## config.mk

```make
export PLATFORM = sky130hd
export DESIGN_NAME = midi_file_sysex_extractor_core
export DESIGN_NICKNAME = d
export VERILOG_FILES = /design/src/design/sfx_pkg.sv /design/src/design/sfx_parser.sv /design/src/design/sfx_res_buf.sv /design/src/design/midi_file_sysex_extractor_core.sv
export SDC_FILE = /design/constraint.sdc
export NUM_CORES = 1
export LEC_CHECK = 0
export BUFFER_PORTS_ARGS = -buffer_cell sky130_fd_sc_hd__buf_2
export CAP_MARGIN = 15
export CORE_UTILIZATION = 31
export CTS_CLUSTER_SIZE = 10
export DETAILED_ROUTE_END_ITERATION = 7
export PLACE_DENSITY = 0.45
export RECOVER_POWER = 50
export REMOVE_ABC_BUFFERS = 1
export SKIP_CTS_REPAIR_TIMING = 1
export SLEW_MARGIN = 40
export SYNTH_ARGS = -nofsm -noshare
export SYNTH_HDL_FRONTEND = slang
export SYNTH_SLANG_ARGS = --single-unit
```

## constraint.sdc

```tcl
create_clock -name clk -period 4.25 [get_ports clk]
set_input_delay 0.6375 -clock clk [delete_from_list [all_inputs] [get_ports clk]]
set_output_delay 0.6375 -clock clk [all_outputs]
set_load 0.01 [all_outputs]
```

## src/design/sfx_pkg.sv

```systemverilog
package sfx_pkg;

	// Parse phases of the file walker.
	localparam logic [3:0] PH_MAGIC     = 4'd0;
	localparam logic [3:0] PH_HDR_LEN   = 4'd1;
	localparam logic [3:0] PH_SKIP      = 4'd2;
	localparam logic [3:0] PH_CHUNK_ID  = 4'd3;
	localparam logic [3:0] PH_CHUNK_LEN = 4'd4;
	localparam logic [3:0] PH_DELTA     = 4'd5;
	localparam logic [3:0] PH_EVENT     = 4'd6;
	localparam logic [3:0] PH_SX_LEN    = 4'd7;
	localparam logic [3:0] PH_SX_DATA   = 4'd8;
	localparam logic [3:0] PH_META_TYPE = 4'd9;
	localparam logic [3:0] PH_META_LEN  = 4'd10;
	localparam logic [3:0] PH_META_SKIP = 4'd11;
	localparam logic [3:0] PH_REJECT    = 4'd12;

	// End-of-stream status codes.
	localparam logic [1:0] ST_OK       = 2'd0;
	localparam logic [1:0] ST_NOT_MIDI = 2'd1;
	localparam logic [1:0] ST_TRUNC    = 2'd2;

	// Event and meta bytes.
	localparam logic [7:0] EV_SYSEX     = 8'hF0;
	localparam logic [7:0] EV_SYSEX_END = 8'hF7;
	localparam logic [7:0] EV_SYSEX_ALT = 8'hF8;
	localparam logic [7:0] EV_META      = 8'hFF;
	localparam logic [7:0] META_EOT     = 8'h2F;

	// Chunk tags "MThd" and "MTrk".
	localparam logic [7:0] HDR_TAG [4] = '{8'h4D, 8'h54, 8'h68, 8'h64};
	localparam logic [7:0] TRK_TAG [4] = '{8'h4D, 8'h54, 8'h72, 8'h6B};

	// Depth of the result buffer.
	localparam int RES_DEPTH = 2;

	typedef struct packed {
		logic [7:0] in_byte;
		logic       end_of_stream;
	} item_t;

	typedef struct packed {
		logic [7:0] out_byte;
		logic       message_end;
		logic       message_abort;
		logic       report_valid;
		logic [1:0] status;
	} result_t;

endpackage

```

## src/design/sfx_parser.sv

```systemverilog
module sfx_parser (
	input  logic            clk,
	input  logic            arst_n,
	input  logic            step,
	input  sfx_pkg::item_t  item,
	output logic            res_valid,
	output sfx_pkg::result_t res,
	output logic [3:0]      phase
);

	logic [3:0]  phase_q, phase_d;
	logic [1:0]  pos_q, pos_d;
	logic        idm_q, idm_d;
	logic        trk_q, trk_d;
	logic [31:0] skip_q, skip_d;
	logic        eot_q, eot_d;
	logic        mfail_q, mfail_d;

	logic [7:0]  b;
	logic [7:0]  tag_byte;
	logic        idm_n;
	logic [31:0] shifted;
	logic [31:0] dec;
	logic [1:0]  eos_status;

	assign b       = item.in_byte;
	assign tag_byte = (phase_q == sfx_pkg::PH_MAGIC) ? sfx_pkg::HDR_TAG[pos_q]
		: sfx_pkg::TRK_TAG[pos_q];
	assign idm_n   = idm_q & (b == tag_byte);
	assign shifted = {skip_q[23:0], b};
	assign dec     = skip_q - 32'd1;
	assign phase   = phase_q;

	always_comb begin
		case (phase_q)
			sfx_pkg::PH_MAGIC:     eos_status = sfx_pkg::ST_NOT_MIDI;
			sfx_pkg::PH_HDR_LEN,
			sfx_pkg::PH_SKIP,
			sfx_pkg::PH_CHUNK_ID,
			sfx_pkg::PH_EVENT:     eos_status = sfx_pkg::ST_OK;
			sfx_pkg::PH_CHUNK_LEN: eos_status = trk_q ? sfx_pkg::ST_TRUNC : sfx_pkg::ST_OK;
			sfx_pkg::PH_META_LEN:  eos_status = eot_q ? sfx_pkg::ST_OK : sfx_pkg::ST_TRUNC;
			sfx_pkg::PH_DELTA,
			sfx_pkg::PH_SX_LEN,
			sfx_pkg::PH_SX_DATA,
			sfx_pkg::PH_META_TYPE,
			sfx_pkg::PH_META_SKIP: eos_status = sfx_pkg::ST_TRUNC;
			default:               eos_status = sfx_pkg::ST_NOT_MIDI;
		endcase
	end

	always_comb begin
		phase_d   = phase_q;
		pos_d     = pos_q;
		idm_d     = idm_q;
		trk_d     = trk_q;
		skip_d    = skip_q;
		eot_d     = eot_q;
		mfail_d   = mfail_q;
		res_valid = 1'b0;
		res       = '0;
		if (item.end_of_stream) begin
			// Report the status, abort any open message and return to reset state.
			res_valid         = 1'b1;
			res.report_valid  = 1'b1;
			res.status        = mfail_q ? sfx_pkg::ST_NOT_MIDI : eos_status;
			res.message_abort = (phase_q == sfx_pkg::PH_SX_LEN) ||
				(phase_q == sfx_pkg::PH_SX_DATA);
			phase_d = sfx_pkg::PH_MAGIC;
			pos_d   = 2'd0;
			idm_d   = 1'b1;
			trk_d   = 1'b0;
			skip_d  = '0;
			eot_d   = 1'b0;
			mfail_d = 1'b0;
		end else begin
			case (phase_q)
				sfx_pkg::PH_MAGIC, sfx_pkg::PH_CHUNK_ID: begin
					if (pos_q == 2'd3) begin
						pos_d  = 2'd0;
						skip_d = '0;
						idm_d  = 1'b1;
						if (phase_q == sfx_pkg::PH_MAGIC) begin
							if (idm_n) begin
								phase_d = sfx_pkg::PH_HDR_LEN;
							end else begin
								mfail_d = 1'b1;
								phase_d = sfx_pkg::PH_REJECT;
							end
						end else begin
							trk_d   = idm_n;
							phase_d = sfx_pkg::PH_CHUNK_LEN;
						end
					end else begin
						pos_d = pos_q + 2'd1;
						idm_d = idm_n;
					end
				end
				sfx_pkg::PH_HDR_LEN, sfx_pkg::PH_CHUNK_LEN: begin
					skip_d = shifted;
					if (pos_q == 2'd3) begin
						pos_d = 2'd0;
						if (phase_q == sfx_pkg::PH_CHUNK_LEN && trk_q) begin
							skip_d  = '0;
							phase_d = sfx_pkg::PH_DELTA;
						end else begin
							phase_d = (shifted == 32'd0) ? sfx_pkg::PH_CHUNK_ID
								: sfx_pkg::PH_SKIP;
						end
					end else begin
						pos_d = pos_q + 2'd1;
					end
				end
				sfx_pkg::PH_SKIP: begin
					skip_d = dec;
					if (dec == 32'd0) begin
						phase_d = sfx_pkg::PH_CHUNK_ID;
					end
				end
				sfx_pkg::PH_DELTA: begin
					if (!b[7]) begin
						phase_d = sfx_pkg::PH_EVENT;
					end
				end
				sfx_pkg::PH_EVENT: begin
					if (b == sfx_pkg::EV_SYSEX) begin
						phase_d      = sfx_pkg::PH_SX_LEN;
						res_valid    = 1'b1;
						res.out_byte = sfx_pkg::EV_SYSEX;
					end else if (b == sfx_pkg::EV_META) begin
						phase_d = sfx_pkg::PH_META_TYPE;
					end else begin
						phase_d = sfx_pkg::PH_DELTA;
					end
				end
				sfx_pkg::PH_SX_LEN: begin
					if (!b[7]) begin
						phase_d = sfx_pkg::PH_SX_DATA;
					end
				end
				sfx_pkg::PH_SX_DATA: begin
					res_valid = 1'b1;
					if (b == sfx_pkg::EV_SYSEX_END || b == sfx_pkg::EV_SYSEX_ALT) begin
						phase_d         = sfx_pkg::PH_DELTA;
						res.out_byte    = sfx_pkg::EV_SYSEX_END;
						res.message_end = 1'b1;
					end else begin
						res.out_byte = b;
					end
				end
				sfx_pkg::PH_META_TYPE: begin
					eot_d   = (b == sfx_pkg::META_EOT);
					phase_d = sfx_pkg::PH_META_LEN;
				end
				sfx_pkg::PH_META_LEN: begin
					if (eot_q) begin
						eot_d   = 1'b0;
						pos_d   = 2'd0;
						idm_d   = 1'b1;
						phase_d = sfx_pkg::PH_CHUNK_ID;
					end else begin
						skip_d  = {24'd0, b};
						phase_d = (b == 8'd0) ? sfx_pkg::PH_DELTA : sfx_pkg::PH_META_SKIP;
					end
				end
				sfx_pkg::PH_META_SKIP: begin
					skip_d = dec;
					if (dec == 32'd0) begin
						phase_d = sfx_pkg::PH_DELTA;
					end
				end
				default: begin
					mfail_d = 1'b1;
					phase_d = sfx_pkg::PH_REJECT;
				end
			endcase
		end
	end

	always_ff @(posedge clk or negedge arst_n) begin
		if (!arst_n) begin
			phase_q <= sfx_pkg::PH_MAGIC;
			pos_q   <= 2'd0;
			idm_q   <= 1'b1;
			trk_q   <= 1'b0;
			skip_q  <= '0;
			eot_q   <= 1'b0;
			mfail_q <= 1'b0;
		end else if (step) begin
			phase_q <= phase_d;
			pos_q   <= pos_d;
			idm_q   <= idm_d;
			trk_q   <= trk_d;
			skip_q  <= skip_d;
			eot_q   <= eot_d;
			mfail_q <= mfail_d;
		end
	end

endmodule

```

## src/design/sfx_res_buf.sv

```systemverilog
module sfx_res_buf #(
	parameter int DEPTH = sfx_pkg::RES_DEPTH
) (
	input  logic             clk,
	input  logic             arst_n,
	input  logic             push,
	input  sfx_pkg::result_t push_data,
	output logic             space,
	output logic             out_valid,
	input  logic             out_stall,
	output sfx_pkg::result_t out_data
);

	localparam int PW = (DEPTH > 1) ? $clog2(DEPTH) : 1;
	localparam int CW = $clog2(DEPTH + 1);

	sfx_pkg::result_t mem_q [DEPTH];
	logic [PW-1:0]    wr_ptr_q, rd_ptr_q;
	logic [CW-1:0]    count_q;
	logic             pop;

	assign space     = (count_q != CW'(DEPTH));
	assign out_valid = (count_q != '0);
	assign out_data  = mem_q[rd_ptr_q];
	assign pop       = out_valid & ~out_stall;

	always_ff @(posedge clk) begin
		if (push) begin
			mem_q[wr_ptr_q] <= push_data;
		end
	end

	always_ff @(posedge clk or negedge arst_n) begin
		if (!arst_n) begin
			wr_ptr_q <= '0;
			rd_ptr_q <= '0;
			count_q  <= '0;
		end else begin
			if (push) begin
				wr_ptr_q <= (wr_ptr_q == PW'(DEPTH - 1)) ? '0 : wr_ptr_q + PW'(1);
			end
			if (pop) begin
				rd_ptr_q <= (rd_ptr_q == PW'(DEPTH - 1)) ? '0 : rd_ptr_q + PW'(1);
			end
			if (push && !pop) begin
				count_q <= count_q + CW'(1);
			end else if (pop && !push) begin
				count_q <= count_q - CW'(1);
			end
		end
	end

endmodule

```

## src/design/midi_file_sysex_extractor_core.sv

```systemverilog
// Throughput: one item per clock while the result buffer has space; the input register,
// the single-pass parser and a two-entry result buffer keep the input open while a
// finished result waits downstream.
// Reset: arst_n clears the parse state to the start of a new file and empties the
// input register and result buffer at once; no clearing pass is needed.
module midi_file_sysex_extractor_core #(
	parameter int RES_DEPTH = sfx_pkg::RES_DEPTH
) (
	input  logic             clk,
	input  logic             arst_n,
	input  logic             item_valid,
	output logic             item_stall,
	input  sfx_pkg::item_t   item,
	output logic             result_valid,
	input  logic             result_stall,
	output sfx_pkg::result_t result
);

	// Input register: holds one item until the parser can step on it.
	sfx_pkg::item_t   item_s1;
	logic             valid_s1;

	logic             buf_space;
	logic             consume;
	logic             res_valid;
	sfx_pkg::result_t res;
	logic [3:0]       phase;

	// The parser steps on the registered item whenever the result buffer has a free
	// slot, whether or not the item makes a result.
	assign consume    = valid_s1 & buf_space;
	assign item_stall = valid_s1 & ~buf_space;

	always_ff @(posedge clk) begin
		if (!item_stall) begin
			item_s1 <= item;
		end
	end

	always_ff @(posedge clk or negedge arst_n) begin
		if (!arst_n) begin
			valid_s1 <= 1'b0;
		end else if (!item_stall) begin
			valid_s1 <= item_valid;
		end
	end

	// Parser: phase register, tag check, length counter and the result it makes.
	sfx_parser u_parser (
		.clk       (clk),
		.arst_n    (arst_n),
		.step      (consume),
		.item      (item_s1),
		.res_valid (res_valid),
		.res       (res),
		.phase     (phase)
	);

	// Result buffer: separates the parser from a stalling receiver.
	sfx_res_buf #(
		.DEPTH (RES_DEPTH)
	) u_res_buf (
		.clk       (clk),
		.arst_n    (arst_n),
		.push      (consume & res_valid),
		.push_data (res),
		.space     (buf_space),
		.out_valid (result_valid),
		.out_stall (result_stall),
		.out_data  (result)
	);

	// The input is only held back while a registered item is waiting.
	a_stall_needs_item: assert property (@(posedge clk) disable iff (!arst_n)
		item_stall |-> valid_s1)
		else $error("input stalled with no item held");

	// An end-of-stream item always returns the parser to the header tag phase.
	a_eos_resets: assert property (@(posedge clk) disable iff (!arst_n)
		(consume && item_s1.end_of_stream) |=> (phase == sfx_pkg::PH_MAGIC))
		else $error("parser did not restart after end of stream");

	// Message bytes carry no status; reports carry no message end.
	a_result_kinds: assert property (@(posedge clk) disable iff (!arst_n)
		result_valid |-> (result.report_valid ? !result.message_end
			: (result.status == sfx_pkg::ST_OK && !result.message_abort)))
		else $error("result mixes message and report fields");

endmodule
```

Word level (Yosys, flattened, before mapping)
Memory sizes are Yosys's and may differ from the RTL's.
Index checks and enable logic that the tools add are counted.
{ "word_totals": {"inputBits": 13, "ram_bits": 26, "register_bits": 56, "out_inout_bits": 15, "word_cells": 163, "memories": 1} }
{ "classes": {"add_sub_neg": 6, "reduce_logical": 33, "eq_ne": 32, "muxes": 69, "bitwise": 8, "magnitude_cmp": 1} }
{ "memory_table": {"columns": ["memory", "words", "width", "read_ports", "rd_ports_with_merged_regs", "write_ports", "line_no", "rtl"], "rows": [
  ["u_res_buf.mem_q", 2, 13, 1, 0, 1, "sfx_res_buf.sv:17", "sfx_pkg::result_t mem_q [DEPTH];"]
]} }
{ "ops": {"columns": ["cell", "count"], "rows": [
  ["32-bit 2-to-1 mux", 5],
  ["32-bit case mux with 4 select lines", 1],
  ["32-bit logical NOT", 2],
  ["4-bit 2-to-1 mux", 16],
  ["8-bit 2-to-1 mux", 7],
  ["4-bit case mux with 10 select lines", 1],
  ["8-bit binary-select mux with 2-bit select", 2],
  ["8-bit equality test, second input constant", 4],
  ["32-bit by 1-bit subtractor with 32-bit output, second input constant", 1],
  ["1-bit 2-to-1 mux", 21],
  ["3-bit by 2-bit != test with 1-bit output, second input constant", 6],
  ["4-bit by 3-bit equality test with 1-bit output, second input constant", 4],
  ["4-bit equality test, second input constant", 4],
  ["2-bit 2-to-1 mux", 8],
  ["8-bit case mux with 2 select lines", 1],
  ["3-bit != test, second input constant", 5],
  ["10-bit OR reduction", 1],
  ["9-bit 2-to-1 mux", 1],
  ["3-bit nonzero test", 3],
  ["4-bit by 2-bit equality test with 1-bit output, second input constant", 2],
  ["8-bit by 6-bit equality test with 1-bit output, second input constant", 1],
  ["8-bit equality test", 1],
  ["8-bit logical NOT", 1],
  ["1-bit case mux with 2 select lines", 4],
  ["other kinds (27)", 47]
]} }

Depth between registers and ports, before layout
{ "depth": {"ltp_word": 12, "depth_mapped": 10, "ltp_nobuf": 9} }

Cells and area by module
Synthesis repeated with hierarchy kept, for this count alone.
{ "hier_totals": {"hier_cells": 549, "area_unflattened_um2": 5192.5} }
{ "modules_own_cells": {"columns": ["mod", "n_inst", "area_per_inst_um2", "cells_per_inst", "seq_area_each_um2"], "rows": [
  ["sfx_parser", 1, 3724.8, 478, 1052.3],
  ["sfx_res_buf", 1, 1134.8, 56, 880.8],
  ["midi_file_sysex_extractor_core", 1, 332.8, 15, 295.3]
]} }

Worst setup path after synthesis
No wires, ideal clock.
{ "synth_timing": {"path_type": "reg-to-reg", "from": "register u_parser.skip_q[0]", "to": "register u_parser.phase_q[0] (netlist: u_parser.phase[0])", "period_less_slack_ns": 3.180, "t_arrival_ns": 3.055, "path_buffers": 1, "path_stages_with_launch": 11, "t_required_ns": 4.125, "slack_ns": 1.070, "setup_time_ns": 0.125, "path_cell_list": "dfrtp_1 > inv_1 > ha_1 > or3b_2 > buf_2 > or4_1 > nor4_4 > xnor2_1 > o21ai_1 > o31ai_4 > mux2_2"} }
{ "synth_via": {"elab_chain_cells": 6, "elab_cells_between_ends": 11, "classes_between": "1 x add/sub; 2 x eq/ne; 5 x mux; 3 x reduce/logical"} }
{ "synth_lines": {"columns": ["element", "line_no", "rtl"], "rows": [
  ["from (decl)", "sfx_parser.sv:15", "logic [31:0] skip_q, skip_d;"],
  ["from (signal assigned)", "sfx_parser.sv:194", "skip_q <= skip_d;"],
  ["branches (longest 6 deep; another with 32-bit by 1-bit subtractor with 32-bit output)", null, null],
  ["to (signal assigned)", "sfx_parser.sv:182", "phase_q <= sfx_pkg::PH_MAGIC;"],
  ["to (signal assigned)", "sfx_parser.sv:190", "phase_q <= phase_d;"],
  ["to (decl)", "sfx_parser.sv:11", "logic [3:0] phase_q, phase_d;"]
]} }
Several ways; the timed one is not identified. The select of a mux whose other input is x is not followed.
A chain may end at the register's enable or synchronous reset.

Final worst setup path
Ends and elaborated chain as after synthesis.

==> flow_summary.toml <==
[outcome]
status = "complete, but fails checks"
violations = "capacitance limit, slew limit"

[cts]
cts_tree = "yes"
cts_buffers = 9
clock_sinks = 82
htreeDepth = 3
clock_latency_ps = 350
cts_root_buf = "clkbuf_16"
clock_path_buffers = 2
path_clk_slew_ps = 70

[global_routing]
grt_max_degree = 37
overflow = 0
grt_use_total_pct = 18.1
grt_pass1_vias = 4443
grt_pass1_wl_mm = 24.5
grt_antenna_before_repair = 0

[layout]
multi_input_area_um2 = 2740
antenna_cells = 0
ff_latch_area_um2 = 2230
mostFrequentLayoutCells = "nand2_1 (55), o21ai_0 (55), nor2_1 (49), dfrtp_1 (45), edfxtp_1 (35)"
syn_to_final_growth_pct = 11.0
instances_no_fill = 807
fin_nets = 603
fill_cells = 1725
drive_gt1_share_pct = 14.5

[worst_setup_path]
reg2reg_setup_slack_ps = 680
end_kind = "flip-flop"
critPathBufInv = 1
slowest_stage = "or3b_2"
cp.arrival_ps = 3810
path_cells = "inv_1 > ha_1 > or3b_2 > nor4_2 > nand3_1 > a2111oi_0 > nand4_1 > o31ai_4 > mux2_2"
slowest_delay_ps = 590
required_ps = 4490
path_class = "reg -> reg"
reg2regPathDepth = 9
start_kind = "flip-flop"
path_max_fanout = 9
r2r-start = "u_parser.skip_q[0]"
cp_top_family = "simple AND/OR/NAND/NOR gates"
reg2reg_to = "u_parser.phase[0]"

[floorplanning]
rows = 47
design.core.area_um2 = 16500
die_h_um = 132
initial_core_util_pct = 31.5
num_io_pins = 28
die-area_um2 = 17300
die_w_um = 132

[sta]
layout_setup_ws_ps = 679
fmax_ghz = 0.280
fin_crit_sh_pct = 84.0
fin_crit_ps = 3570
setup_tns_ps = 0
relSlewSlack_pct = -39.1
hold_viol_final = 0
rsz0062_at_grt = "no"
hold_ws_ps = 349
drv_slew = 37
setup_violations = 0
skew_ps = 9.70
worstMarginPinSlew_ps = 2090

[logic_synthesis]
syn_avg_cell_area_um2 = 9.01
ys.flop_type = "dfrtp_1"
synth_edf_count = 35
netlist_area_um2 = 5210
ys_ff_latch = 82
synth-async-reset-ratio_pct = 57.3
yosysSeqAreaShare_pct = 42.8
yosys_warnings = 0
postSynthCellCount = 578
ys_types = 65

[route]
avgViaCountPerCell = 5.60
ant_nets = 0
dr.pass1.iters = 5
wirelength_mm = 15.1
first_iter_violations = 273
remaining_drc_errors = 0
routedWlPerCell_um = 18.8
vias = 4516

[placement]
portBuffers = 27
placedCellCount = 791
dp_slack_ps = 779
gp_congestion = 0.902
dp.final_hpwl_mm = 10.7

[power_and_ir_drop]
p_int_uw = 2680
p_sw_uw = 2590
leakage_uw = 0.00221
total_power_uw = 5270
p_sw_share_pct = 49.1
vdd_ir_drop_max_mv = 0.357
p_per_area_nw_per_um2 = 911
power_frac_comb_pct = 60.4
seqPwrFrac_pct = 25.5
power_frac_clock_pct = 14.1

[worst_hold_path]
hold_path.class = "in -> async"

[job]
drv_cap = 1
==> worst max-delay path by stage <==
stage	from	endpoint	slack (ps)	cells after the start
after floorplan	u_parser.skip_q[0]	u_parser.phase[0]	1120	9
after global placement	u_parser.skip_q[0]	u_parser.phase[3]	890	9
after detailed placement	u_parser.skip_q[0]	u_parser.phase[2]	780	9
after CTS	u_parser.skip_q[0]	u_parser.phase[1]	740	9
after global routing	u_parser.skip_q[0]	u_parser.phase[2]	480	9
final	u_parser.skip_q[0]	u_parser.phase[0]	680	9
==> power groups by stage <==
stage          clock (uW)  combinational (uW)  sequential [uW]
3_3_place_gp            0                3200             1350
4_1_cts               770                3200             1340
3_5_place_dp            0                3180             1360
6_report              741                3180             1340
5_1_grt               794                3530             1380
2_1_floorplan           0                2350             1270
==> stage by stage <==
step	util, %	area [um2]
6_report	35.0	5780
5_1_grt	35.0	5780
4_1_cts	35.1	5800
3_5_place_dp	33.4	5530
3_3_place_gp	33.4	5520
2_1_floorplan	-	5020
==> layer usage <==
metal  vias to the layer above  routed length (um)  global-route usage, %
li1                       2135                   -                      -
met1                      2193                6980                   23.4
met2                       155                7080                   29.2
met3                        33                 703                   3.86
met4                         0                 379                   7.24
met5                         -                   0                      0
==> area by class of cell <==
cell class,count,share of cell area (%)
Multi-Input combinational cell,436,47.4
Inverter,15,0.974
Timing Repair Buffer,38,3.53
Sequential cell,82,38.6
Clock buffer,10,3.96
Clock inverter,6,0.822
Tap cell,220,4.76
==> cell families after synthesis <==
logic type,Yosys count,synth area share (%)
buf+inv,60,4.63
flops,82,42.8
mux,19,4.08
fa+ha+maj,8,1.92
xor+xnor,28,4.71
simple gates,229,23.4
compound gates,152,18.4
==> Yosys cell counts, types with 15 or more instances <==
library cell / number / area share, %
nor2_1: 49 / 3.5
a21oi_1: 33 / 3.2
clkbuf_1: 37 / 2.7
o21ai_0: 55 / 5.3
inv_1: 15 / 1.1
nand2_1: 56 / 4.0
xor2_1: 15 / 2.5
nor3_1: 26 / 2.5
edfxtp_1: 35 / 20
mux2_2: 18 / 3.9
nor4_1: 18 / 2.2
dfrtp_1: 46 / 22
==> registers in the layout, summed over array words and instances (netlist names) <==
| name | count |
|---|---|
| item_s1 | 9 |
| u_parser.eot_q | 1 |
| u_parser.idm_q | 1 |
| u_parser.mfail_q | 1 |
| u_parser.phase | 4 |
| u_parser.pos_q | 2 |
| u_parser.skip_q | 32 |
| u_parser.trk_q | 1 |
| u_res_buf.count_q | 2 |
| u_res_buf.mem_q | 26 |
| u_res_buf.rd_ptr_q | 1 |
| u_res_buf.wr_ptr_q | 1 |
| valid_s1 | 1 |
==> worst reg2reg max path, delay by kind of cell (launching register included) <==
family | cells | cell delay, ps
buf+inv | 1 | 140
compound gates | 2 | 730
fa+ha+maj | 1 | 310
mux | 1 | 370
simple gates | 4 | 1480
flops | 1 | 440
Power figures use the tool's default switching activity.
